--- config.mk ---
export PLATFORM = sky130hd
export DESIGN_NAME = lzwd_ctrl
export DESIGN_NICKNAME = d
export VERILOG_FILES = /design/src/hw/rtl/lzwd_pkg.sv /design/src/hw/rtl/lzwd_ctrl.sv
export SDC_FILE = /design/constraint.sdc
export NUM_CORES = 1
export LEC_CHECK = 0
export BUFFER_PORTS_ARGS = -buffer_cell sky130_fd_sc_hd__buf_2
export CORE_AREA = 8 8 45 47
export DETAILED_ROUTE_END_ITERATION = 10
export DIE_AREA = 0 0 53 55
export GPL_TIMING_DRIVEN = 0
export PLACE_DENSITY = 0.4
export SYNTH_ARGS = -nofsm -noshare
export SYNTH_HDL_FRONTEND = slang
export SYNTH_SLANG_ARGS = --single-unit
export TNS_END_PERCENT = 5
--- constraint.sdc ---
create_clock -name i_clk -period 0.8 [get_ports i_clk]
set_input_delay 0.08 -clock i_clk [delete_from_list [all_inputs] [get_ports i_clk]]
set_output_delay 0.08 -clock i_clk [all_outputs]
set_load 0.01 [all_outputs]
--- src/hw/rtl/lzwd_pkg.sv ---
// shared types and constants of the lzss window decoder
`timescale 1ns / 1ps
package lzwd_pkg;

    localparam int WINDOW_BYTES = 4096;
    localparam int WIN_AW       = $clog2(WINDOW_BYTES);
    localparam int CAP_W        = 25;
    localparam logic [CAP_W-1:0] CAP_RESET = 25'd16777216;

    // stream status codes
    localparam logic [1:0] STAT_RUN   = 2'd0;
    localparam logic [1:0] STAT_OK    = 2'd1;
    localparam logic [1:0] STAT_FULL  = 2'd2;
    localparam logic [1:0] STAT_EARLY = 2'd3;

    // controller to datapath
    typedef struct packed {
        logic accept;
        logic copy_rd;
        logic copy_wr;
    } t_cmd;

    // datapath to controller
    typedef struct packed {
        logic start_copy;
        logic copy_done;
        logic out_free;
    } t_stat;

endpackage

--- src/hw/rtl/lzwd_ctrl.sv ---
// sequencer for input acceptance and back-reference copies
`timescale 1ns / 1ps
module lzwd_ctrl
    import lzwd_pkg::*;
(
    input  logic  i_clk,
    input  logic  i_rst_n,
    input  logic  i_in_valid,
    output logic  o_in_ready,
    input  t_stat i_stat,
    output t_cmd  o_cmd
);

    localparam logic [1:0] ST_IDLE = 2'd0;
    localparam logic [1:0] ST_RD   = 2'd1;
    localparam logic [1:0] ST_WR   = 2'd2;

    logic [1:0] r_state;
    logic [1:0] n_state;
    logic       w_ready;

    assign w_ready = (r_state == ST_IDLE) && i_stat.out_free;

    always_comb begin
        n_state       = r_state;
        o_cmd.accept  = 1'b0;
        o_cmd.copy_rd = 1'b0;
        o_cmd.copy_wr = 1'b0;
        case (r_state)
            ST_IDLE: begin
                if (w_ready && i_in_valid) begin
                    o_cmd.accept = 1'b1;
                    if (i_stat.start_copy) begin
                        n_state = ST_RD;
                    end
                end
            end
            ST_RD: begin
                o_cmd.copy_rd = 1'b1;
                n_state       = ST_WR;
            end
            ST_WR: begin
                if (i_stat.out_free) begin
                    o_cmd.copy_wr = 1'b1;
                    n_state       = i_stat.copy_done ? ST_IDLE : ST_RD;
                end
            end
            default: begin
                n_state = ST_IDLE;
            end
        endcase
    end

    always_ff @(posedge i_clk) begin
        if (!i_rst_n) begin
            r_state <= ST_IDLE;
        end else begin
            r_state <= n_state;
        end
    end

    assign o_in_ready = w_ready;

endmodule

-- Word level (Yosys, flattened, before mapping)
Cells that the tools add are included.
- bits in registers: 2
- bits of input ports: 6
- output and inout port bits: 4
- logic and storage cells: 20
- eq/ne operators: 5
- mux-type cells: 10
- reduce and logical (&&, ||, !) cells: 4
- operators with widths (operator ; count):
    2-to-1 mux 1 bit ; 6
    2-to-1 mux 2 bit ; 3
    case mux 2 bit (3 select lines) ; 1
    inequality test 2 bit (second input constant) ; 2
    AND reduction 3 bit ; 1
    equality test 2 x 1 -> 1 bit (second input constant) ; 1
    equality test 2 bit (second input constant) ; 1
    logical AND 1 bit ; 2
    zero test 2 bit ; 1
    inequality test 2 x 1 -> 1 bit (second input constant) ; 1

-- Longest topological paths before layout
Gate-level depths: netlist (run 1).
- word-level depth: 5
- mapped depth: 2
- depth with buffers taken out: 2

-- Worst setup path after synthesis (run 1)
OpenSTA, ideal clock, no wires.
- path type: register -> output
- start: register r_state[1]
- end: output port o_cmd[2] in the netlist's numbering
- arrival: 0.806 ns
- data required time: 0.720 ns
- slack: -0.086 ns
- cell stages (with the launch flop): 3
- path through: dfxtp_1 > nor3b_2 > and2_1
- RTL lines (item ; RTL line ; source):
    from (decl) ; lzwd_ctrl.sv:18 ; logic [1:0] r_state;
    from (signal assigned) ; lzwd_ctrl.sv:58 ; r_state <= n_state;
    to (decl) ; lzwd_ctrl.sv:11 ; output t_cmd o_cmd

==> results of run 1 <==
-- what timing repair did --
action	4_1_cts	5_1_grt
buffers inserted	0	1
endpoints found under the setup margin	4	5
gates resized for setup	3	1
endpoints found under the hold margin	0	0
pin swaps	2	3
-- metal layers --
layer | share of wire [%] | global-route usage [%] | up-vias
met5 | 0 | 0 | -
met4 | 0 | 5.17 | 0
met3 | 19 | 2.41 | 0
met2 | 36 | 3.32 | 9
met1 | 45 | 3.48 | 58
li1 | - | - | 71
-- cells by family after synthesis --
kind of cell | synth area share (%)
flip-flops | 30.5
AO/OA/AOI/OAI | 9.52
buffers and inverters | 5.72
AND/OR/NAND/NOR | 54.3
-- stage by stage --
| step | instances | utilization (%) | instance area, µm² |
|---|---|---|---|
| 2_1_floorplan | 13 | - | 143 |
| 3_3_place_gp | 38 | 15.0 | 208 |
| 3_5_place_dp | 38 | 15.0 | 208 |
| 4_1_cts | 41 | 17.7 | 245 |
| 5_1_grt | 42 | 18.4 | 255 |
| 6_report | 42 | 18.4 | 255 |
-- placed cells by master (no fill, tap or decap), drive strengths merged --
cell type and count:
dfxtp 2, o21a 1, a21oi 1, buf 11
nand3b 2, and3b 1, and2 1, nor3b 2
clkbuf 3, nand2b 1, nor2b 1
-- worst max path at each step --
| stage | startpoint | end | slack (ns) |
|---|---|---|---|
| after floorplan | r_state[0]$_SDFFE_PN0P_ | o_cmd[2] | -0.03 |
| after global placement | r_state[0]$_SDFFE_PN0P_ | o_cmd[2] | -0.07 |
| after detailed placement | r_state[0]$_SDFFE_PN0P_ | o_cmd[2] | -0.07 |
| after CTS | r_state[1]$_SDFFE_PN0P_ | o_cmd[2] | -0.31 |
| after global routing | r_state[0]$_SDFFE_PN0P_ | o_cmd[2] | -0.35 |
| final | r_state[0]$_SDFFE_PN0P_ | o_cmd[2] | -0.29 |
-- power groups by stage --
stage,clock network (µW),registers (µW),logic [µW]
final,221,103,61.8
after CTS,239,106,60.2
after global placement,0,110,53.7
after global routing,236,104,68.6
after detailed placement,0,110,55.1
after floorplan,0,109,28.8
-- final cells by class --
type | instances | area share [%]
clock buffers | 3 | 8.82
multi-input cells | 10 | 36.3
repair buffers | 10 | 25.5
plain buffers | 1 | 2.94
flip-flops and latches | 2 | 18.6
well taps | 16 | 7.84
-- worst register-to-register path, stage by stage (launching register included) --
cell,delay [ns]
dfxtp_4,0.34
buf_4,0.13
nor3b_2,0.17
o21a_1,0.12
==> out/qor.yml, run 1 <==
drc: 0
drive_gt1_share_pct: 80.8
grt_max_degree: 7
cts_made_buffers: 3
powerDensity_nw_per_um2: 1510
min_path_cells: 2
drt_iter0_markers: 1
grt_util_all_layers_pct: 3.33
tritoncts: "done"
multi_input_area_um2: 92.6
grt_pass1_wl_um: 634
power_frac_clock_pct: 57.2
clk_latency_ns: 0.22
power_switching_share_pct: 21.5
critPathKind: "flip-flop to output pin"
synth-seq-cells: 2
synth_area_leaders: "dfxtp_1 (30%), nor3b_2 (19%), nand3b_1 (11%), and3b_2 (7.6%), nor2b_2 (6.7%)"
synthDistinctLibCells: 10
layout_setup_ws_ns: -0.285
power_leakage_uw: 0.000116
detail_route.vias_per_cell: 3.29
synth_top_area_cell: "dfxtp_1"
routedWlPerCell_um: 9.81
largest_reg_flops: 2
clkSlewWorstSetupHoldPaths_ns: 0.03
rsz0062_at_grt: "yes"
pwr-share-comb_pct: 16.0
r2r-end: "r_state[1]$_SDFFE_PN0P_"
whs_ns: 0.0849
core-area_um2: 1380
syn2layout_area_growth_pct: 94.3
critPathTopFamily: "simple AND/OR/NAND/NOR gates"
fin_crit_ns: 1.09
crit_chain: "nor3b_4 > and2_4 > buf_6"
cts-root-buf: "clkbuf_4"
cpMaxStageDelayCell: "dfxtp_4"
yosysSeqAreaShare_pct: 30.5
gr-total-overflow: 0
vias: 138
yosysWarnings: 0
slew_viol_final: 0
dp_worst_setup_slack_ns: -0.0748
die-area_um2: 2920
crit_buf_inv: 1
seq_power_share_pct: 26.8
ir_drop_v: 0.000332
syn_area_um2: 131
critPathMaxStageDelay_ns: 0.34
violations: "negative setup slack"
postSynth.asyncResetShare_pct: 0
fin_setup_tns_ns: -0.949
gp_congestion: 0.622
clock-sinks: 2
worst_pin_slew_ns: 0.139
fp.dieW_um: 53
skew_ns: 0.00195
top_register: "r_state"
holdPathEnd: "r_state[1]$_SDFFE_PN0P_"
status: "finished, violations left"
cp.depth: 3
final-hold-violation-count: 0
path_max_fanout: 4
reg2reg_slack_ns: -0.02
start_util_pct: 9.49
synth-edff-count: 0
grt_antenna_before_repair: 0
hold_class: "input port to flip-flop"
max_freq_mhz: 921
drv_cap: 0
setup_viol: 6
cp-start-kind: "flip-flop"
reg2reg_depth: 3
crit_arrival_ns: 1.01
io_buffer_count: 9
cts_max_path_buffers: 2
grt_pass1_vias: 162
h-tree-depth: 1
first_pass_iters: 2
reg.largest.list: "r_state (2)"
io_pins: 10
antenna_left: 0
timing.final.crit_share_pct: 136
r2r-start: "r_state[0]$_SDFFE_PN0P_"
slew_headroom_pct: 90.7
synth_top_area_share_pct: 30.5
fillCellCount: 154
syn_area_per_cell_um2: 10.1
synth_common_cells: "dfxtp_1 (2), nand3b_1 (2), nor3b_2 (2)"
internal_power_uw: 303
synth.net_count: 19
cts_hold_buf: 0
ys.flop_type: "dfxtp_1"
dieHeight_um: 55
worstPathRequired_ns: 0.72
cp-end-kind: "output pin"
n_antenna_cell: 0
power.total_uw: 386
routed_wl_um: 412
hp-start: "i_rst_n"
p_switching_uw: 83.0
fin_nets: 34
seqCellArea_um2: 47.5
rows: 14
synthCells: 13
Note: power is estimated with default switching activity, not from simulation.
==> run 2, diff against run 1 <==
BUFFER_PORTS_ARGS = -buffer_cell sky130_fd_sc_hd__buf_4   (was -buffer_cell sky130_fd_sc_hd__buf_2)
RECOVER_POWER = 50   (was unset)
==> run 2 against run 1 <==
Against the previous run: the flow still finishes with violations (negative setup slack); clock power grew 2%; largest cell class is now buffers; via count is 13% higher; cell area up 16%; critical endpoint unchanged.
==> out/qor.yml, run 2 (synthesis results as in run 1) <==
placed_cells: 38  # unchanged
drt_iter0_markers: 0  # -1
final_cell_mix: "buf_4 (9), buf_6 (4), clkbuf_4 (3)"
hold_class: "input port to flip-flop"
met1_usage_pct: 3.33  # -0.16 points
grt_max_degree: 6  # -1
antenna_left: 0  # unchanged
core-area_um2: 1380  # unchanged
reg2reg_slack_ns: -0.07  # -0.05 ns
routed_wl_um: 446  # +8.3%
finalNonFillerCells: 44  # +4.8%
grt_util_all_layers_pct: 3.87  # +0.54 points
detail_route.vias_per_cell: 3.55  # +7.9%
drv_cap: 0  # unchanged
p_switching_uw: 90.3  # +8.7%
dieHeight_um: 55  # unchanged
final_cell_area_um2: 295  # +16%
skew_ns: 0.00466  # +0.00271 ns
fp.dieW_um: 53  # unchanged
final_common_cell: "buf_4"
max_freq_mhz: 914  # -0.76%
vias: 156  # +13%
cts_hold_buf: 0  # unchanged
seq_power_share_pct: 25.2  # -1.6 points
cts-root-buf: "clkbuf_4"
fin_crit_ns: 1.09  # +0.00829 ns
use_met2_pct: 4.10  # +0.78 points
tritoncts: "done"
top_register: "r_state"
hp-start: "i_rst_n"
io_buffer_count: 9  # unchanged
r2r-start: "r_state[1]$_SDFFE_PN0P_"
h-tree-depth: 1  # unchanged
grt_use_met3_pct: 5.08  # +2.7 points
power_leakage_uw: 0.000134  # +15%
grt-busiest-layer: "met3"
clkSlewWorstSetupHoldPaths_ns: 0.03  # about the same
syn2layout_area_growth_pct: 125
first_pass_iters: 1  # -1
timing.final.crit_share_pct: 137  # +1.0 points
setup_viol: 5  # -1
cp-start-kind: "flip-flop"
grt_antenna_before_repair: 0  # unchanged
drive_gt1_share_pct: 82.1  # +1.4 points
cts_made_buffers: 3  # unchanged
drc: 0  # unchanged
violations: "negative setup slack"
fin_nets: 36  # +5.9%
gr-total-overflow: 0  # unchanged
n_antenna_cell: 0  # unchanged
power.total_uw: 412  # +6.7%
critPathKind: "flip-flop to output pin"
internal_power_uw: 321  # +6.1%
clk_latency_ns: 0.23  # about the same
ir_drop_v: 0.000590  # +78%
status: "finished, violations left"
layout_setup_ws_ns: -0.294  # -0.00829 ns
reg.largest.list: "r_state (2)"
fin_setup_tns_ns: -1.09  # -0.137 ns
cts_max_path_buffers: 2  # unchanged
grt_pass1_wl_um: 710  # +12%
rows: 14  # unchanged
worst_pin_slew_ns: 0.143  # +0.00398 ns
holdPathEnd: "r_state[1]$_SDFFE_PN0P_"
io_pins: 10  # unchanged
min_path_cells: 2  # unchanged
slew_viol_final: 0  # unchanged
gp_congestion: 0.625  # +0.43%
power_frac_clock_pct: 54.8  # -2.4 points
pwr-share-comb_pct: 20.0  # +4.0 points
reg2reg_depth: 3  # unchanged
power_switching_share_pct: 21.9  # +0.42 points
grt_pass1_vias: 163  # +0.62%
path_max_fanout: 5  # +1
powerDensity_nw_per_um2: 1390  # -7.8%
slew_headroom_pct: 90.5  # -0.27 points
crit_arrival_ns: 1.01  # about the same
placed_area_um2: 230  # +11%
worstPathRequired_ns: 0.72  # about the same
start_util_pct: 9.49  # unchanged
final-hold-violation-count: 0  # unchanged
r2r-end: "r_state[1]$_SDFFE_PN0P_"
cp-end-kind: "output pin"
clock-sinks: 2  # unchanged
routedWlPerCell_um: 10.1  # +3.3%
largest_reg_flops: 2  # unchanged
die-area_um2: 2920  # unchanged
rsz0062_at_grt: "yes"
run 2: changes by cell type in the layout (fill, tap and decap cells not counted), sizes merged:
cell	previous run	this run
buf	11	13
run 2: per-stage QoR:
step	setup slack [ns]	hold WS (ns)	utilization, %
after floorplan	-0.0332	0.198	-
after global placement	-0.0640	0.295	16.6
after detailed placement	-0.0834	0.303	16.6
after CTS	-0.311	0.0641	20.5
after global routing	-0.345	0.0628	21.3
final	-0.294	0.0674	21.3
run 2: how the worst max path moves through the flow:
stage / from / end / slack [ns] / depth (start not counted)
3_3_place_gp: r_state[0]$_SDFFE_PN0P_ / o_cmd[2] / -0.06 / 3
2_1_floorplan: r_state[0]$_SDFFE_PN0P_ / o_cmd[2] / -0.03 / 2
3_5_place_dp: r_state[0]$_SDFFE_PN0P_ / o_cmd[2] / -0.08 / 3
4_1_cts: r_state[1]$_SDFFE_PN0P_ / o_cmd[2] / -0.31 / 3
5_1_grt: r_state[0]$_SDFFE_PN0P_ / o_cmd[2] / -0.34 / 3
6_report: r_state[0]$_SDFFE_PN0P_ / o_cmd[2] / -0.29 / 3
run 2: cell type report:
cell class | instances | area, µm²
repair buffers | 12 | 105
fillers | 149 | 1090
clock buffers | 3 | 22.5
plain buffers | 1 | 7.51
well taps | 16 | 20.0
flip-flops and latches | 2 | 47.5
multi-input cells | 10 | 92.6
run 2: metal layers:
layer  wire length (µm)  vias to the layer above
met5                  0                        -
met4                  0                        0
met3                 92                        0
met2                157                       11
met1                196                       67
li1                   -                       78
run 2: power by group through the flow:
stage | combinational [µW] | sequential [µW] | clock [µW]
final | 82.5 | 104 | 225
after global routing | 88.7 | 104 | 252
after CTS | 79.9 | 104 | 237
after detailed placement | 67.3 | 110 | 0
after global placement | 65.9 | 110 | 0
after floorplan | 28.8 | 109 | 0
run 2: worst max-delay path: stages, from the launching register on:
cell     delay, ns
dfxtp_4       0.35
nor3b_4       0.19
and2_4        0.16
buf_6         0.09
run 2: what timing repair did:
item	in CTS	in global routing
pin swaps	2	2
buffers inserted	2	1
cloned	0	0
resized for setup	5	1
endpoints found under the setup margin	4	5
==> run 3, diff against run 2 <==
CORE_AREA = 2 2 39 41   (was 8 8 45 47)
DIE_AREA = 0 0 41 43   (was 0 0 53 55)
==> run 3 against run 2 <==
Against the previous run: the flow still finishes with violations (negative setup slack); register-to-register slack better by 0.08 ns; critical path depth is the same; wire length down 21%; critical path type unchanged; critical endpoint unchanged.
==> out/qor.yml, run 3 (synthesis results as in run 1) <==
drc: 0  # unchanged
layout_setup_ws_ns: -0.298  # -0.00416 ns
fp.dieW_um: 41  # -23%
grt_pass1_wl_um: 469  # -34%
antenna_left: 0  # unchanged
fin_setup_tns_ns: -0.981  # +0.105 ns
crit_arrival_ns: 1.02  # about the same
reg.largest.list: "r_state (2)"
cts-root-buf: "clkbuf_4"
hp-start: "i_rst_n"
violations: "negative setup slack"
syn2layout_area_growth_pct: 92.4
path_max_fanout: 5  # unchanged
clkSlewWorstSetupHoldPaths_ns: 0.03  # about the same
slew_headroom_pct: 90.2  # -0.29 points
dp_hpwl_um: 266
dp_worst_setup_slack_ns: -0.0707  # +0.0127 ns
placed_area_um2: 230  # unchanged
r2r-end: "r_state[1]$_SDFFE_PN0P_"
utilization_pct: 18.3  # -3.1 points
cp-startpoint: "r_state[0]$_SDFFE_PN0P_"
worstPathRequired_ns: 0.72  # about the same
grt_pass1_vias: 116  # -29%
first_pass_iters: 4  # +3
setup_viol: 4  # -1
drt_iter0_markers: 2  # +2
final_cell_area_um2: 253  # -14%
min_path_cells: 2  # unchanged
rows: 14  # unchanged
powerDensity_nw_per_um2: 1580  # +13%
final-hold-violation-count: 0  # unchanged
reg2reg_slack_ns: 0.01  # +0.08 ns
drive_gt1_share_pct: 80.0  # -2.1 points
cp-end-kind: "output pin"
largest_reg_flops: 2  # unchanged
hold_class: "input port to flip-flop"
clk_latency_ns: 0.22  # about the same
timing.final.crit_share_pct: 137  # +0.52 points
final_cell_mix: "buf_4 (10), clkbuf_4 (3), nand3b_1 (2), dfxtp_2 (2)"
n_antenna_cell: 0  # unchanged
routedWlPerCell_um: 8.59  # -15%
cts_made_buffers: 3  # unchanged
ir_drop_v: 0.000342  # -42%
grt_max_degree: 7  # +1
worst_pin_slew_ns: 0.147  # +0.00434 ns
status: "finished, violations left"
clock-sinks: 2  # unchanged
ctsResizeCount: 0  # -5
grt_util_all_layers_pct: 4.81  # +0.94 points
tritoncts: "done"
die-area_um2: 1760  # -40%
holdPathEnd: "r_state[1]$_SDFFE_PN0P_"
top_register: "r_state"
power_leakage_uw: 0.000114  # -15%
routed_wl_um: 352  # -21%
grt_antenna_before_repair: 0  # unchanged
skew_ns: 0.00255  # -0.00212 ns
max_freq_mhz: 911  # -0.38%
detail_route.vias_per_cell: 3.44  # -3.0%
final_common_cell: "buf_4"
power.total_uw: 399  # -3.1%
r2r-start: "r_state[0]$_SDFFE_PN0P_"
drv_cap: 0  # unchanged
rsz0062_at_grt: "yes"
io_buffer_count: 9  # unchanged
cp-start-kind: "flip-flop"
critPathKind: "flip-flop to output pin"
vias: 141  # -9.6%
fillCellCount: 148  # -0.67%
io_pins: 10  # unchanged
gr-total-overflow: 0  # unchanged
core-area_um2: 1380  # unchanged
fin_crit_ns: 1.10  # +0.00416 ns
slew_viol_final: 0  # unchanged
dieHeight_um: 43  # -22%
start_util_pct: 9.49  # unchanged
gp_congestion: 0.548  # -12%
fin_nets: 33  # -8.3%
reg2reg_depth: 2  # -1
h-tree-depth: 1  # unchanged
postCtsSetupRepairBufs: 0  # -2
cts_max_path_buffers: 2  # unchanged
## run 3: cell count changes in the layout (fill, tap and decap cells not counted)
cell / delta
buf_6: -4
dfxtp_2: +2
dfxtp_4: -2
buf_4: +1
## run 3: critical path: stages, from the launching register on
cell	delay, ns
dfxtp_2	0.34
nor3b_4	0.20
and2_4	0.15
buf_4	0.10
## run 3: worst max path at each step
stage | to | slack, ns | cells after the start
3_5_place_dp | o_cmd[2] | -0.07 | 3
2_1_floorplan | o_cmd[2] | -0.03 | 2
6_report | o_cmd[2] | -0.30 | 3
5_1_grt | o_cmd[2] | -0.35 | 3
3_3_place_gp | o_cmd[2] | -0.06 | 3
4_1_cts | o_cmd[2] | -0.32 | 3
## run 3: timing repair
action	4_1_cts	5_1_grt
hold buffers	0	0
endpoints found under the hold margin	0	0
endpoints found under the setup margin	4	5
## run 3: where the power goes
part           internal [µW]  total (µW)  leakage (µW)  switching (µW)
registers                104         109     0.0000172            4.91
clock network            166         225     0.0000138            58.9
logic                   44.3        65.6     0.0000829            21.3
total                    314         399      0.000114            85.1
## run 3: area by class of cell
| cell class | instances | area (µm²) | share of cell area [%] |
|---|---|---|---|
| Timing Repair Buffer | 9 | 67.6 | 26.7 |
| Multi-Input combinational cell | 10 | 92.6 | 36.6 |
| Sequential cell | 2 | 42.5 | 16.8 |
| Clock buffer | 3 | 22.5 | 8.91 |
| Tap cell | 16 | 20.0 | 7.92 |
| Buffer | 1 | 7.51 | 2.97 |
## run 3: routing by layer
metal  global-route usage, %  share of wire [%]  up-vias
li1                        -                  -       70
met1                    5.75                 48       61
met2                    3.75                 37       10
met3                    3.14                 15        0
met4                    8.00                  0        0
met5                       0                  0        -
## run 3: metrics by stage
stage	hold slack, ns	std cells
after detailed placement	0.308	38
after CTS	0.0716	41
after global placement	0.295	38
after global routing	0.0696	41
after floorplan	0.198	13
final	0.0780	41
